`config.mk`:
```
export PLATFORM = sky130hd
export DESIGN_NAME = band_dwell_qualifier_core
export DESIGN_NICKNAME = d
export VERILOG_FILES = /design/src/design/bdq_pkg.sv /design/src/design/bdq_step.sv /design/src/design/band_dwell_qualifier_core.sv
export SDC_FILE = /design/constraint.sdc
export NUM_CORES = 2
export LEC_CHECK = 0
export ABC_CLOCK_PERIOD_IN_PS = 9440
export BUFFER_PORTS_ARGS = -buffer_cell sky130_fd_sc_hd__buf_2
export CORE_MARGIN = 2
export CORE_UTILIZATION = 50
export CTS_CLUSTER_DIAMETER = 50
export DETAILED_ROUTE_END_ITERATION = 10
export HOLD_SLACK_MARGIN = 0.02
export MAX_ROUTING_LAYER = met4
export PLACE_DENSITY = 0.68
export SYNTH_ARGS = -nofsm -noshare
export SYNTH_HDL_FRONTEND = slang
export SYNTH_SLANG_ARGS = --single-unit
```
`constraint.sdc`:
```
create_clock -name i_clk -period 9.44 [get_ports i_clk]
set_input_delay 0.944 -clock i_clk [delete_from_list [all_inputs] [get_ports i_clk]]
set_output_delay 0.944 -clock i_clk [all_outputs]
set_load 0.01 [all_outputs]
```
`src/design/bdq_pkg.sv`:
```
// Shared types and constants for the band dwell qualifier.
// Used by bdq_step, band_dwell_qualifier_core and the testbench; depends on nothing else.
`timescale 1ns / 1ps

package bdq_pkg;

    // Default field widths
    localparam int TIME_BITS_DEFAULT = 48;
    localparam int TEMP_BITS_DEFAULT = 16;

    // Register port geometry: eight registers at 8-byte spacing
    localparam int APB_ADDR_BITS = 6;
    localparam int APB_DATA_BITS = 64;
    localparam int REG_IDX_BITS  = 3;

    localparam int BAND_WIDTH_RESET   = 256;
    localparam int BAND_CEILING_RESET = 32767;

    typedef enum logic [REG_IDX_BITS-1:0] {
        REG_TARGET_TEMP   = 3'd0,
        REG_BAND_WIDTH    = 3'd1,
        REG_BAND_FLOOR    = 3'd2,
        REG_BAND_CEILING  = 3'd3,
        REG_REQUIRED_MS   = 3'd4,
        REG_GRACE_MS      = 3'd5,
        REG_MAX_GAP_MS    = 3'd6,
        REG_SENSOR_CHOICE = 3'd7
    } t_reg_idx;

    typedef enum logic [2:0] {
        PR_INVALID  = 3'd0,
        PR_UNAVAIL  = 3'd1,
        PR_OUTSIDE  = 3'd2,
        PR_GRACE    = 3'd3,
        PR_INBAND   = 3'd4,
        PR_COMPLETE = 3'd5
    } t_progress;

    typedef enum logic [1:0] {
        ST_OK      = 2'd0,
        ST_UNAVAIL = 2'd1,
        ST_INVALID = 2'd2,
        ST_RSVD    = 2'd3
    } t_status;

    localparam logic PHASE_PREHEAT = 1'b0;
    localparam logic SENSOR_AIR    = 1'b0;

endpackage

```
`src/design/bdq_step.sv`:
```
// Single-pass episode update for one sample pair: band test, gap and grace
// checks, credit accumulation. Purely combinational; depends on bdq_pkg.
`timescale 1ns / 1ps

module bdq_step #(
    parameter int TIME_BITS = bdq_pkg::TIME_BITS_DEFAULT,
    parameter int TEMP_BITS = bdq_pkg::TEMP_BITS_DEFAULT
) (
    // configuration
    input  logic signed [TEMP_BITS-1:0] i_target_temp,
    input  logic [TEMP_BITS-2:0]        i_band_width,
    input  logic [TEMP_BITS-2:0]        i_band_floor,
    input  logic [TEMP_BITS-2:0]        i_band_ceiling,
    input  logic [TIME_BITS-1:0]        i_required_ms,
    input  logic [TIME_BITS-1:0]        i_grace_ms,
    input  logic [TIME_BITS-1:0]        i_max_gap_ms,
    input  logic                        i_sensor_choice,
    // item
    input  logic [1:0]                  i_phase,
    input  logic [TIME_BITS-1:0]        i_sample_time_ms,
    input  logic                        i_timing_known,
    input  logic [1:0]                  i_air_status,
    input  logic signed [TEMP_BITS-1:0] i_air_temp,
    input  logic [1:0]                  i_product_status,
    input  logic signed [TEMP_BITS-1:0] i_product_temp,
    // current episode
    input  logic                        i_last_phase,
    input  logic                        i_episode_active,
    input  logic [TIME_BITS-1:0]        i_credited_time,
    input  logic [TIME_BITS-1:0]        i_last_usable_time,
    input  logic                        i_last_usable_valid,
    input  logic [TIME_BITS-1:0]        i_grace_start_time,
    input  logic                        i_grace_active,
    // next episode
    output logic                        o_last_phase,
    output logic                        o_episode_active,
    output logic [TIME_BITS-1:0]        o_credited_time,
    output logic [TIME_BITS-1:0]        o_last_usable_time,
    output logic                        o_last_usable_valid,
    output logic [TIME_BITS-1:0]        o_grace_start_time,
    output logic                        o_grace_active,
    // result
    output logic [2:0]                  o_progress,
    output logic                        o_applicable
);

    localparam bit WRAP_AT_TOP = (TIME_BITS == 64);

    logic                        phase_change;
    logic                        cur_ep;
    logic [TIME_BITS-1:0]        cur_cred;
    logic [TIME_BITS-1:0]        cur_lut;
    logic                        cur_luv;
    logic [TIME_BITS-1:0]        cur_gs;
    logic                        cur_grace;
    logic                        use_air;
    logic [1:0]                  status;
    logic signed [TEMP_BITS-1:0] meas;
    logic signed [TEMP_BITS:0]   dev;
    logic [TEMP_BITS:0]          mag;
    logic                        in_band;
    logic                        band_bad;
    logic [TIME_BITS-1:0]        since_usable;
    logic [TIME_BITS-1:0]        since_grace;
    logic                        gap_bad;
    logic [TIME_BITS:0]          sum;
    logic                        sum_ovf;
    logic                        sum_reached;
    bdq_pkg::t_progress          prog;

    // A phase change starts evaluation from a cleared episode
    assign phase_change = (i_phase[0] != i_last_phase);
    assign cur_ep    = phase_change ? 1'b0 : i_episode_active;
    assign cur_cred  = phase_change ? '0   : i_credited_time;
    assign cur_lut   = phase_change ? '0   : i_last_usable_time;
    assign cur_luv   = phase_change ? 1'b0 : i_last_usable_valid;
    assign cur_gs    = phase_change ? '0   : i_grace_start_time;
    assign cur_grace = phase_change ? 1'b0 : i_grace_active;

    assign use_air = (i_phase[0] == bdq_pkg::PHASE_PREHEAT)
                  || (i_sensor_choice == bdq_pkg::SENSOR_AIR);
    assign status  = use_air ? i_air_status : i_product_status;
    assign meas    = use_air ? i_air_temp : i_product_temp;

    assign dev     = (TEMP_BITS+1)'(meas) - (TEMP_BITS+1)'(i_target_temp);
    assign mag     = dev[TEMP_BITS] ? (TEMP_BITS+1)'(-dev) : (TEMP_BITS+1)'(dev);
    assign in_band = (mag <= {2'b00, i_band_width});

    assign band_bad = (i_band_width < i_band_floor) || (i_band_width > i_band_ceiling);

    assign since_usable = i_sample_time_ms - cur_lut;
    assign since_grace  = i_sample_time_ms - cur_gs;
    assign gap_bad = cur_luv && ((i_sample_time_ms < cur_lut) || (since_usable > i_max_gap_ms));

    assign sum = {1'b0, cur_cred} + {1'b0, (cur_luv ? since_usable : {TIME_BITS{1'b0}})};
    assign sum_ovf     = WRAP_AT_TOP && sum[TIME_BITS];
    assign sum_reached = (sum >= {1'b0, i_required_ms});

    always_comb begin
        // Default: cleared episode, invalid result
        o_last_phase        = i_last_phase;
        o_episode_active    = 1'b0;
        o_credited_time     = '0;
        o_last_usable_time  = '0;
        o_last_usable_valid = 1'b0;
        o_grace_start_time  = '0;
        o_grace_active      = 1'b0;
        o_applicable        = 1'b1;
        prog                = bdq_pkg::PR_INVALID;

        if (i_phase[1]) begin
            o_applicable = 1'b0;
        end else begin
            o_last_phase = i_phase[0];
            if (band_bad || (i_required_ms == '0)) begin
                prog = bdq_pkg::PR_INVALID;
            end else if (!i_timing_known) begin
                prog = bdq_pkg::PR_UNAVAIL;
            end else if (i_max_gap_ms == '0) begin
                prog = bdq_pkg::PR_INVALID;
            end else if (status == bdq_pkg::ST_UNAVAIL) begin
                prog = bdq_pkg::PR_UNAVAIL;
            end else if (status != bdq_pkg::ST_OK) begin
                prog = bdq_pkg::PR_INVALID;
            end else if (gap_bad) begin
                prog = bdq_pkg::PR_INVALID;
            end else if (cur_grace) begin
                if (i_sample_time_ms < cur_gs) begin
                    prog = bdq_pkg::PR_INVALID;
                end else if (since_grace >= i_grace_ms) begin
                    // grace ran out: restart if back in band
                    if (!in_band) begin
                        prog = bdq_pkg::PR_OUTSIDE;
                    end else begin
                        o_episode_active    = 1'b1;
                        o_last_usable_time  = i_sample_time_ms;
                        o_last_usable_valid = 1'b1;
                        prog                = bdq_pkg::PR_INBAND;
                    end
                end else begin
                    o_episode_active    = cur_ep;
                    o_credited_time     = cur_cred;
                    o_last_usable_time  = i_sample_time_ms;
                    o_last_usable_valid = 1'b1;
                    if (in_band) begin
                        prog = bdq_pkg::PR_INBAND;
                    end else begin
                        o_grace_active     = 1'b1;
                        o_grace_start_time = cur_gs;
                        prog               = bdq_pkg::PR_GRACE;
                    end
                end
            end else if (!in_band) begin
                if (!cur_ep || (i_grace_ms == '0)) begin
                    prog = bdq_pkg::PR_OUTSIDE;
                end else begin
                    o_episode_active    = 1'b1;
                    o_credited_time     = cur_cred;
                    o_grace_active      = 1'b1;
                    o_grace_start_time  = i_sample_time_ms;
                    o_last_usable_time  = i_sample_time_ms;
                    o_last_usable_valid = 1'b1;
                    prog                = bdq_pkg::PR_GRACE;
                end
            end else if (!cur_ep) begin
                o_episode_active    = 1'b1;
                o_last_usable_time  = i_sample_time_ms;
                o_last_usable_valid = 1'b1;
                prog                = bdq_pkg::PR_INBAND;
            end else if (sum_ovf) begin
                prog = bdq_pkg::PR_INVALID;
            end else begin
                o_episode_active    = 1'b1;
                o_credited_time     = sum_reached ? i_required_ms : sum[TIME_BITS-1:0];
                o_last_usable_time  = i_sample_time_ms;
                o_last_usable_valid = 1'b1;
                prog = sum_reached ? bdq_pkg::PR_COMPLETE : bdq_pkg::PR_INBAND;
            end
        end
    end

    assign o_progress = prog;

endmodule

```
`src/design/band_dwell_qualifier_core.sv`:
```
// Top level of the band dwell qualifier: register port, item pipeline and
// episode state. Depends on bdq_pkg and bdq_step.
`timescale 1ns / 1ps

// Judges timestamped air/product sample pairs against a temperature band and
// reports how long the judged sample has stayed in band. One item is accepted
// per cycle, sustained, while the result side does not stall. The item is
// captured in an input register, evaluated in one combinational pass against
// the episode registers, and the result lands in the output register while the
// episode registers update on the same edge, so the next item sees the new
// episode at once. A stall on the result side holds the output register and,
// once the input register is also full, raises the input stall. The episode is
// cleared by reset and by any register write; write registers only while no
// item is in flight. There is no clearing pass after reset.
module band_dwell_qualifier_core #(
    parameter int TIME_BITS = bdq_pkg::TIME_BITS_DEFAULT,
    parameter int TEMP_BITS = bdq_pkg::TEMP_BITS_DEFAULT
) (
    input  logic                               i_clk,
    input  logic                               i_rst_n,
    // register port
    input  logic                               psel,
    input  logic                               penable,
    input  logic                               pwrite,
    input  logic [bdq_pkg::APB_ADDR_BITS-1:0]  paddr,
    input  logic [bdq_pkg::APB_DATA_BITS-1:0]  pwdata,
    output logic [bdq_pkg::APB_DATA_BITS-1:0]  prdata,
    output logic                               pready,
    // item input
    input  logic                               i_in_valid,
    output logic                               o_in_stall,
    input  logic [1:0]                         i_phase,
    input  logic [TIME_BITS-1:0]               i_sample_time_ms,
    input  logic                               i_timing_known,
    input  logic [1:0]                         i_air_status,
    input  logic signed [TEMP_BITS-1:0]        i_air_temp,
    input  logic [1:0]                         i_product_status,
    input  logic signed [TEMP_BITS-1:0]        i_product_temp,
    // result output
    output logic                               o_out_valid,
    input  logic                               i_out_stall,
    output logic [2:0]                         o_progress,
    output logic [TIME_BITS-1:0]               o_credited_ms,
    output logic                               o_applicable
);

    localparam int ADDR_LSB = $clog2(bdq_pkg::APB_DATA_BITS / 8);

    // Configuration registers
    logic [TEMP_BITS-1:0] r_target_temp;
    logic [TEMP_BITS-2:0] r_band_width;
    logic [TEMP_BITS-2:0] r_band_floor;
    logic [TEMP_BITS-2:0] r_band_ceiling;
    logic [TIME_BITS-1:0] r_required_ms;
    logic [TIME_BITS-1:0] r_grace_ms;
    logic [TIME_BITS-1:0] r_max_gap_ms;
    logic                 r_sensor_choice;

    // Episode state
    logic                 r_last_phase;
    logic                 r_episode_active;
    logic [TIME_BITS-1:0] r_credited_time;
    logic [TIME_BITS-1:0] r_last_usable_time;
    logic                 r_last_usable_valid;
    logic [TIME_BITS-1:0] r_grace_start_time;
    logic                 r_grace_active;

    logic                 n_last_phase;
    logic                 n_episode_active;
    logic [TIME_BITS-1:0] n_credited_time;
    logic [TIME_BITS-1:0] n_last_usable_time;
    logic                 n_last_usable_valid;
    logic [TIME_BITS-1:0] n_grace_start_time;
    logic                 n_grace_active;

    // Input register
    logic                        r_in_valid;
    logic [1:0]                  r_phase;
    logic [TIME_BITS-1:0]        r_sample_time_ms;
    logic                        r_timing_known;
    logic [1:0]                  r_air_status;
    logic signed [TEMP_BITS-1:0] r_air_temp;
    logic [1:0]                  r_product_status;
    logic signed [TEMP_BITS-1:0] r_product_temp;

    // Output register
    logic                 r_out_valid;
    logic [2:0]           r_progress;
    logic                 r_applicable;
    logic [TIME_BITS-1:0] r_credited_ms;

    logic                 n_applicable;
    logic [2:0]           n_progress;

    logic                 cfg_wr;
    bdq_pkg::t_reg_idx    cfg_idx;
    logic                 advance;
    logic                 in_accept;

    // ---------------------------------------------------------------
    // Register port: zero wait states, write on the access phase
    // ---------------------------------------------------------------
    assign pready  = 1'b1;
    assign cfg_wr  = psel && penable && pwrite;
    assign cfg_idx = bdq_pkg::t_reg_idx'(paddr[ADDR_LSB +: bdq_pkg::REG_IDX_BITS]);

    always_ff @(posedge i_clk) begin
        if (!i_rst_n) begin
            r_target_temp   <= '0;
            r_band_width    <= (TEMP_BITS-1)'(bdq_pkg::BAND_WIDTH_RESET);
            r_band_floor    <= '0;
            r_band_ceiling  <= (TEMP_BITS-1)'(bdq_pkg::BAND_CEILING_RESET);
            r_required_ms   <= '0;
            r_grace_ms      <= '0;
            r_max_gap_ms    <= '0;
            r_sensor_choice <= 1'b0;
        end else if (cfg_wr) begin
            case (cfg_idx)
                bdq_pkg::REG_TARGET_TEMP:   r_target_temp   <= pwdata[TEMP_BITS-1:0];
                bdq_pkg::REG_BAND_WIDTH:    r_band_width    <= pwdata[TEMP_BITS-2:0];
                bdq_pkg::REG_BAND_FLOOR:    r_band_floor    <= pwdata[TEMP_BITS-2:0];
                bdq_pkg::REG_BAND_CEILING:  r_band_ceiling  <= pwdata[TEMP_BITS-2:0];
                bdq_pkg::REG_REQUIRED_MS:   r_required_ms   <= pwdata[TIME_BITS-1:0];
                bdq_pkg::REG_GRACE_MS:      r_grace_ms      <= pwdata[TIME_BITS-1:0];
                bdq_pkg::REG_MAX_GAP_MS:    r_max_gap_ms    <= pwdata[TIME_BITS-1:0];
                bdq_pkg::REG_SENSOR_CHOICE: r_sensor_choice <= pwdata[0];
                default: begin
                end
            endcase
        end
    end

    // Read back zero-extended
    always_comb begin
        case (cfg_idx)
            bdq_pkg::REG_TARGET_TEMP:   prdata = bdq_pkg::APB_DATA_BITS'(r_target_temp);
            bdq_pkg::REG_BAND_WIDTH:    prdata = bdq_pkg::APB_DATA_BITS'(r_band_width);
            bdq_pkg::REG_BAND_FLOOR:    prdata = bdq_pkg::APB_DATA_BITS'(r_band_floor);
            bdq_pkg::REG_BAND_CEILING:  prdata = bdq_pkg::APB_DATA_BITS'(r_band_ceiling);
            bdq_pkg::REG_REQUIRED_MS:   prdata = bdq_pkg::APB_DATA_BITS'(r_required_ms);
            bdq_pkg::REG_GRACE_MS:      prdata = bdq_pkg::APB_DATA_BITS'(r_grace_ms);
            bdq_pkg::REG_MAX_GAP_MS:    prdata = bdq_pkg::APB_DATA_BITS'(r_max_gap_ms);
            bdq_pkg::REG_SENSOR_CHOICE: prdata = bdq_pkg::APB_DATA_BITS'(r_sensor_choice);
            default:                    prdata = '0;
        endcase
    end

    // ---------------------------------------------------------------
    // Item flow: advance the input register into the result register
    // whenever the result register is empty or being taken.
    // ---------------------------------------------------------------
    assign advance    = r_in_valid && (!r_out_valid || !i_out_stall);
    assign o_in_stall = r_in_valid && !advance;
    assign in_accept  = i_in_valid && !o_in_stall;

    always_ff @(posedge i_clk) begin
        if (!i_rst_n) begin
            r_in_valid <= 1'b0;
        end else if (!o_in_stall) begin
            r_in_valid <= i_in_valid;
        end
    end

    always_ff @(posedge i_clk) begin
        if (in_accept) begin
            r_phase          <= i_phase;
            r_sample_time_ms <= i_sample_time_ms;
            r_timing_known   <= i_timing_known;
            r_air_status     <= i_air_status;
            r_air_temp       <= i_air_temp;
            r_product_status <= i_product_status;
            r_product_temp   <= i_product_temp;
        end
    end

    bdq_step #(
        .TIME_BITS (TIME_BITS),
        .TEMP_BITS (TEMP_BITS)
    ) u_step (
        .i_target_temp       (r_target_temp),
        .i_band_width        (r_band_width),
        .i_band_floor        (r_band_floor),
        .i_band_ceiling      (r_band_ceiling),
        .i_required_ms       (r_required_ms),
        .i_grace_ms          (r_grace_ms),
        .i_max_gap_ms        (r_max_gap_ms),
        .i_sensor_choice     (r_sensor_choice),
        .i_phase             (r_phase),
        .i_sample_time_ms    (r_sample_time_ms),
        .i_timing_known      (r_timing_known),
        .i_air_status        (r_air_status),
        .i_air_temp          (r_air_temp),
        .i_product_status    (r_product_status),
        .i_product_temp      (r_product_temp),
        .i_last_phase        (r_last_phase),
        .i_episode_active    (r_episode_active),
        .i_credited_time     (r_credited_time),
        .i_last_usable_time  (r_last_usable_time),
        .i_last_usable_valid (r_last_usable_valid),
        .i_grace_start_time  (r_grace_start_time),
        .i_grace_active      (r_grace_active),
        .o_last_phase        (n_last_phase),
        .o_episode_active    (n_episode_active),
        .o_credited_time     (n_credited_time),
        .o_last_usable_time  (n_last_usable_time),
        .o_last_usable_valid (n_last_usable_valid),
        .o_grace_start_time  (n_grace_start_time),
        .o_grace_active      (n_grace_active),
        .o_progress          (n_progress),
        .o_applicable        (n_applicable)
    );

    // Episode registers: a register write clears the episode but keeps the
    // last phase; otherwise take the new episode with each advancing item.
    always_ff @(posedge i_clk) begin
        if (!i_rst_n) begin
            r_last_phase        <= bdq_pkg::PHASE_PREHEAT;
            r_episode_active    <= 1'b0;
            r_credited_time     <= '0;
            r_last_usable_time  <= '0;
            r_last_usable_valid <= 1'b0;
            r_grace_start_time  <= '0;
            r_grace_active      <= 1'b0;
        end else if (cfg_wr) begin
            r_episode_active    <= 1'b0;
            r_credited_time     <= '0;
            r_last_usable_time  <= '0;
            r_last_usable_valid <= 1'b0;
            r_grace_start_time  <= '0;
            r_grace_active      <= 1'b0;
        end else if (advance) begin
            r_last_phase        <= n_last_phase;
            r_episode_active    <= n_episode_active;
            r_credited_time     <= n_credited_time;
            r_last_usable_time  <= n_last_usable_time;
            r_last_usable_valid <= n_last_usable_valid;
            r_grace_start_time  <= n_grace_start_time;
            r_grace_active      <= n_grace_active;
        end
    end

    // Result register: hold while stalled
    always_ff @(posedge i_clk) begin
        if (!i_rst_n) begin
            r_out_valid <= 1'b0;
        end else if (!r_out_valid || !i_out_stall) begin
            r_out_valid <= r_in_valid;
        end
    end

    always_ff @(posedge i_clk) begin
        if (advance) begin
            r_progress    <= n_progress;
            r_applicable  <= n_applicable;
            r_credited_ms <= n_credited_time;
        end
    end

    assign o_out_valid   = r_out_valid;
    assign o_progress    = r_progress;
    assign o_credited_ms = r_credited_ms;
    assign o_applicable  = r_applicable;

`ifndef SYNTHESIS
    // Grace only runs inside an active episode with a usable time on record
    a_grace_in_episode: assert property (@(posedge i_clk) disable iff (!i_rst_n)
        r_grace_active |-> (r_episode_active && r_last_usable_valid))
        else $error("grace active outside a valid episode");

    // An active episode always has a usable time on record
    a_episode_has_time: assert property (@(posedge i_clk) disable iff (!i_rst_n)
        r_episode_active |-> r_last_usable_valid)
        else $error("episode active without last usable time");

    // An empty result register never backs up the input side
    a_no_stall_when_empty: assert property (@(posedge i_clk) disable iff (!i_rst_n)
        !r_out_valid |-> !o_in_stall)
        else $error("input stalled while result register empty");

    // An inapplicable result is invalid and carries no credit
    a_inapplicable_result: assert property (@(posedge i_clk) disable iff (!i_rst_n)
        (r_out_valid && !r_applicable) |->
            ((r_progress == bdq_pkg::PR_INVALID) && (r_credited_ms == '0)))
        else $error("inapplicable item with nonzero result");
`endif

endmodule

```
==> impl_metrics.env <==
export IMPL_outcome="completed"
export IMPL_antenna_left=0
export IMPL_vias=32400
export IMPL_async_flop_share=0
export IMPL_fmax_mhz=111
export IMPL_multi_input_area_mm2=0.0224
export IMPL_avgSynthCellArea_um2=8.34
export IMPL_synthSimpleGateAreaFrac=0.184
export IMPL_die_area_mm2=0.0729
export IMPL_drc=0
export IMPL_grt_usage=0.316
export IMPL_period_needed_ps=9030
export IMPL_clk_latency_ps=620
export IMPL_critPathRequiredTime_ps=9770
export IMPL_p_leak_nw=15.9
export IMPL_slew_violations=0
export IMPL_post_cts_setup_buffer_count=0
export IMPL_regArea_mm2=0.0113
export IMPL_worst_pin_slew_ps=1120
export IMPL_setup_tns_final_ps=0
export IMPL_ios=283
export IMPL_cp_start_kind="flip-flop"
export IMPL_r2r_end="o_credited_ms[5]$_DFFE_PP_"
export IMPL_grt_remaining_overflow=0
export IMPL_port_buffers=246
export IMPL_cts_max_level=3
export IMPL_ys_seq_area_frac=0.319
export IMPL_cts_path_max_buffers=3
export IMPL_core_mm2=0.0700
export IMPL_hold_class="reg -> reg"
export IMPL_max_stage_delay_ps=590
export IMPL_slew_headroom=0.250
export IMPL_internal_power_w=0.00409
export IMPL_via_per_inst=5.97
export IMPL_p_comb_frac=0.148
export IMPL_yosys_register_bits=495
export IMPL_clkPwrFrac=0.458
export IMPL_drv_cap=0
export IMPL_cp_max_fo=17
export IMPL_synth_top_family_by_area="compound AO/OA/AOI/OAI gates"
export IMPL_hold_start="r_grace_start_time[0]$_SDFFE_PP0P_"
export IMPL_first_iter_violations=3272
export IMPL_grt_first_pass_wirelength_um=175000
export IMPL_p_per_area_mw_per_mm2=144
export IMPL_drive_above_1_share=0.119
export IMPL_rr_worst_depth=36
export IMPL_clk_pin_slew_ps=50
export IMPL_synth_cell_types=89
export IMPL_synth_compound_area_share=0.235
export IMPL_finalClockSkew_ps=28.1
export IMPL_irDropWorstVdd_v=0.000161
export IMPL_cp_arrival_ps=9360
export IMPL_syn_cell_area_mm2=0.0354
export IMPL_grt_setup_unrepaired="false"
export IMPL_yosys_warnings=0
export IMPL_synth_flop_cell="dfxtp_1"
export IMPL_cts_sinks=495
export IMPL_hpwl_um=88700
export IMPL_synth_mux_area_frac=0.0424
export IMPL_synth_adder_area_share=0.127
export IMPL_setup_violations=0
export IMPL_cts_buffers=70
export IMPL_finalHoldViolCount=0
export IMPL_rows=97
export IMPL_synth_edff_count=139
export IMPL_nets=4938
export IMPL_swShare=0.288
export IMPL_grt_pass1_vias=29800
export IMPL_cp_end_kind="flip-flop"
export IMPL_areaGrowthSynthToFinish_pct=13.0
export IMPL_regToRegSetupSlack_ps=410
export IMPL_power_frac_seq=0.394
export IMPL_nFillCells=6442
export IMPL_final_period_utilization=0.956
export IMPL_synth_xor_area_share=0.0374
export IMPL_p_sw_w=0.00165
export IMPL_hold_end="r_grace_start_time[0]$_SDFFE_PP0P_"
export IMPL_rr_startpoint="r_phase[0]$_DFFE_PP_"
export IMPL_start_util=0.505
export IMPL_cts_tree="done"
export IMPL_wl_um=116000
export IMPL_gp_congestion=0.980
export IMPL_p_total_w=0.00575
export IMPL_synthCells=4244
export IMPL_wire_per_inst_um=21.3
export IMPL_path_class="reg -> reg"
export IMPL_clockRootBuffer="clkbuf_16"
export IMPL_drtPass1Iterations=6
export IMPL_critPathSlowestCell="a2111oi_0"
export IMPL_die_width_um=270
export IMPL_antenna_found_initial=15
export IMPL_hold_depth=1
export IMPL_die_y_um=270
export IMPL_grt_max_degree=121
## state kept, by name, summed over array words and instances (netlist names), 2 cells and up
| name | count |
|---|---|
| o_credited_ms | 48 |
| r_credited_time | 48 |
| r_grace_ms | 48 |
| r_grace_start_time | 48 |
| r_last_usable_time | 48 |
| r_max_gap_ms | 48 |
| r_required_ms | 48 |
| r_sample_time_ms | 48 |
| r_air_temp | 16 |
| r_product_temp | 16 |
| r_target_temp | 16 |
| r_band_ceiling | 15 |
| r_band_floor | 15 |
| r_band_width | 15 |
| o_progress | 3 |
| r_air_status | 2 |
| r_phase | 2 |
| r_product_status | 2 |
## repair_timing
item / CTS / global route
resized for setup: 0 / 18
hold buffers: 0 / 0
setup endpoints to repair: 0 / 96
## power by group through the flow
stage | Combinational (W) | Clock (W) | Sequential, W
final | 0.000853 | 0.00263 | 0.00226
after global routing | 0.000928 | 0.00276 | 0.00226
after CTS | 0.000834 | 0.00267 | 0.00226
after detailed placement | 0.000830 | 0 | 0.00231
after global placement | 0.000818 | 0 | 0.00230
after floorplan | 0.000559 | 0 | 0.00230
## kinds of logic (layout without fill, tap and decap cells)
kind of cell	after synthesis	count (layout)
AND/OR/NAND/NOR	1432	1432
other	2	30
XOR/XNOR	151	151
buffers and inverters	494	710
AO/OA/AOI/OAI	1184	1184
adder cells (fa/ha/maj)	357	357
multiplexers	129	129
flip-flops	495	495
## worst max-delay path, delay by kind of cell (launching register included)
family,cells,cell delay [ps]
AO/OA/AOI/OAI,15,3740
AND/OR/NAND/NOR,10,1600
adder cells (fa/ha/maj),4,1280
XOR/XNOR,3,760
buffers and inverters,3,560
flip-flops,1,500
multiplexers,1,270
## layout make-up
class | instances | share of cell area
Multi-Input combinational cell | 3270 | 0.560
Sequential cell | 495 | 0.282
Clock buffer | 81 | 0.0456
Timing Repair Buffer | 314 | 0.0445
Tap cell | 940 | 0.0294
Inverter | 266 | 0.0250
Clock inverter | 49 | 0.0127
Antenna cell | 13 | 0.000813
## synth_stat cells, drive strengths merged (14+ instances only)
master,instances,area [um^2]
nand2,672,2520
dfxtp,356,7130
ha,353,4420
nor2,282,1060
a21oi,265,1330
inv,265,995
a21boi,201,1510
clkbuf,175,657
edfxtp,139,4170
o21ai,130,651
a21o,101,758
a22o,100,876
xnor2,98,858
mux2i,88,881
nand3,72,360
nor2b,69,432
and2,67,419
nand4,59,369
buf,53,297
nor3,53,275
xor2,53,464
nor4,47,294
a2bb2oi,45,394
a22oi,44,330
o21a,39,293
a211oi,36,283
o211ai,35,263
mux2,27,304
nand2b,26,163
a31oi,25,163
o21bai,25,188
and3,22,138
and4,14,123
mux4,14,315
o31ai,14,124
## stage by stage
step                       util  hold slack [ps]  instances  area, um^2  setup slack, ps
after floorplan               -              434       4259       35500             1510
after global placement    0.536              442       5285       37600              373
after detailed placement  0.536              454       5285       37600              329
after CTS                 0.570              467       5415       39900              245
after global routing      0.571              479       5428       40000             5.55
final                     0.571              465       5428       40000              414
## metal layers
layer	vias up	wire, um	GRT usage
met3	225	11200	0.0677
met2	1332	47900	0.446
li1	15600	-	-
met5	-	0	-
met1	15300	52700	0.444
met4	0	4080	0.112
## worst max-delay path by stage
stage                               from                     endpoint  slack, ps  cells past startpoint
detailed placement  r_phase[0]$_DFFE_PP_  o_credited_ms[13]$_DFFE_PP_        330                     36
global placement    r_phase[0]$_DFFE_PP_   o_credited_ms[5]$_DFFE_PP_        370                     37
finish              r_phase[0]$_DFFE_PP_   o_credited_ms[5]$_DFFE_PP_        410                     36
floorplan           r_phase[0]$_DFFE_PP_  o_credited_ms[14]$_DFFE_PP_       1510                     38
CTS                 r_phase[0]$_DFFE_PP_  o_credited_ms[11]$_DFFE_PP_        240                     36
global route        r_phase[0]$_DFFE_PP_  o_credited_ms[19]$_DFFE_PP_          6                     37
## placed cells by master (no fill, tap or decap), types with 44 or more instances in the layout
master,instances
nand2_1,672
dfxtp_1,356
ha_1,353
nor2_1,278
inv_1,265
a21oi_1,261
buf_2,244
a21boi_0,201
edfxtp_1,139
o21ai_0,124
a21o_1,101
a22o_1,100
xnor2_1,97
mux2i_1,87
nand3_1,71
clkbuf_16,71
and2_1,66
buf_4,66
nor2b_1,64
nand4_1,59
xor2_1,52
nor3_1,49
nor4_1,46
a2bb2oi_1,45
a22oi_1,44
No activity file was read; power rests on OpenSTA's default activity.
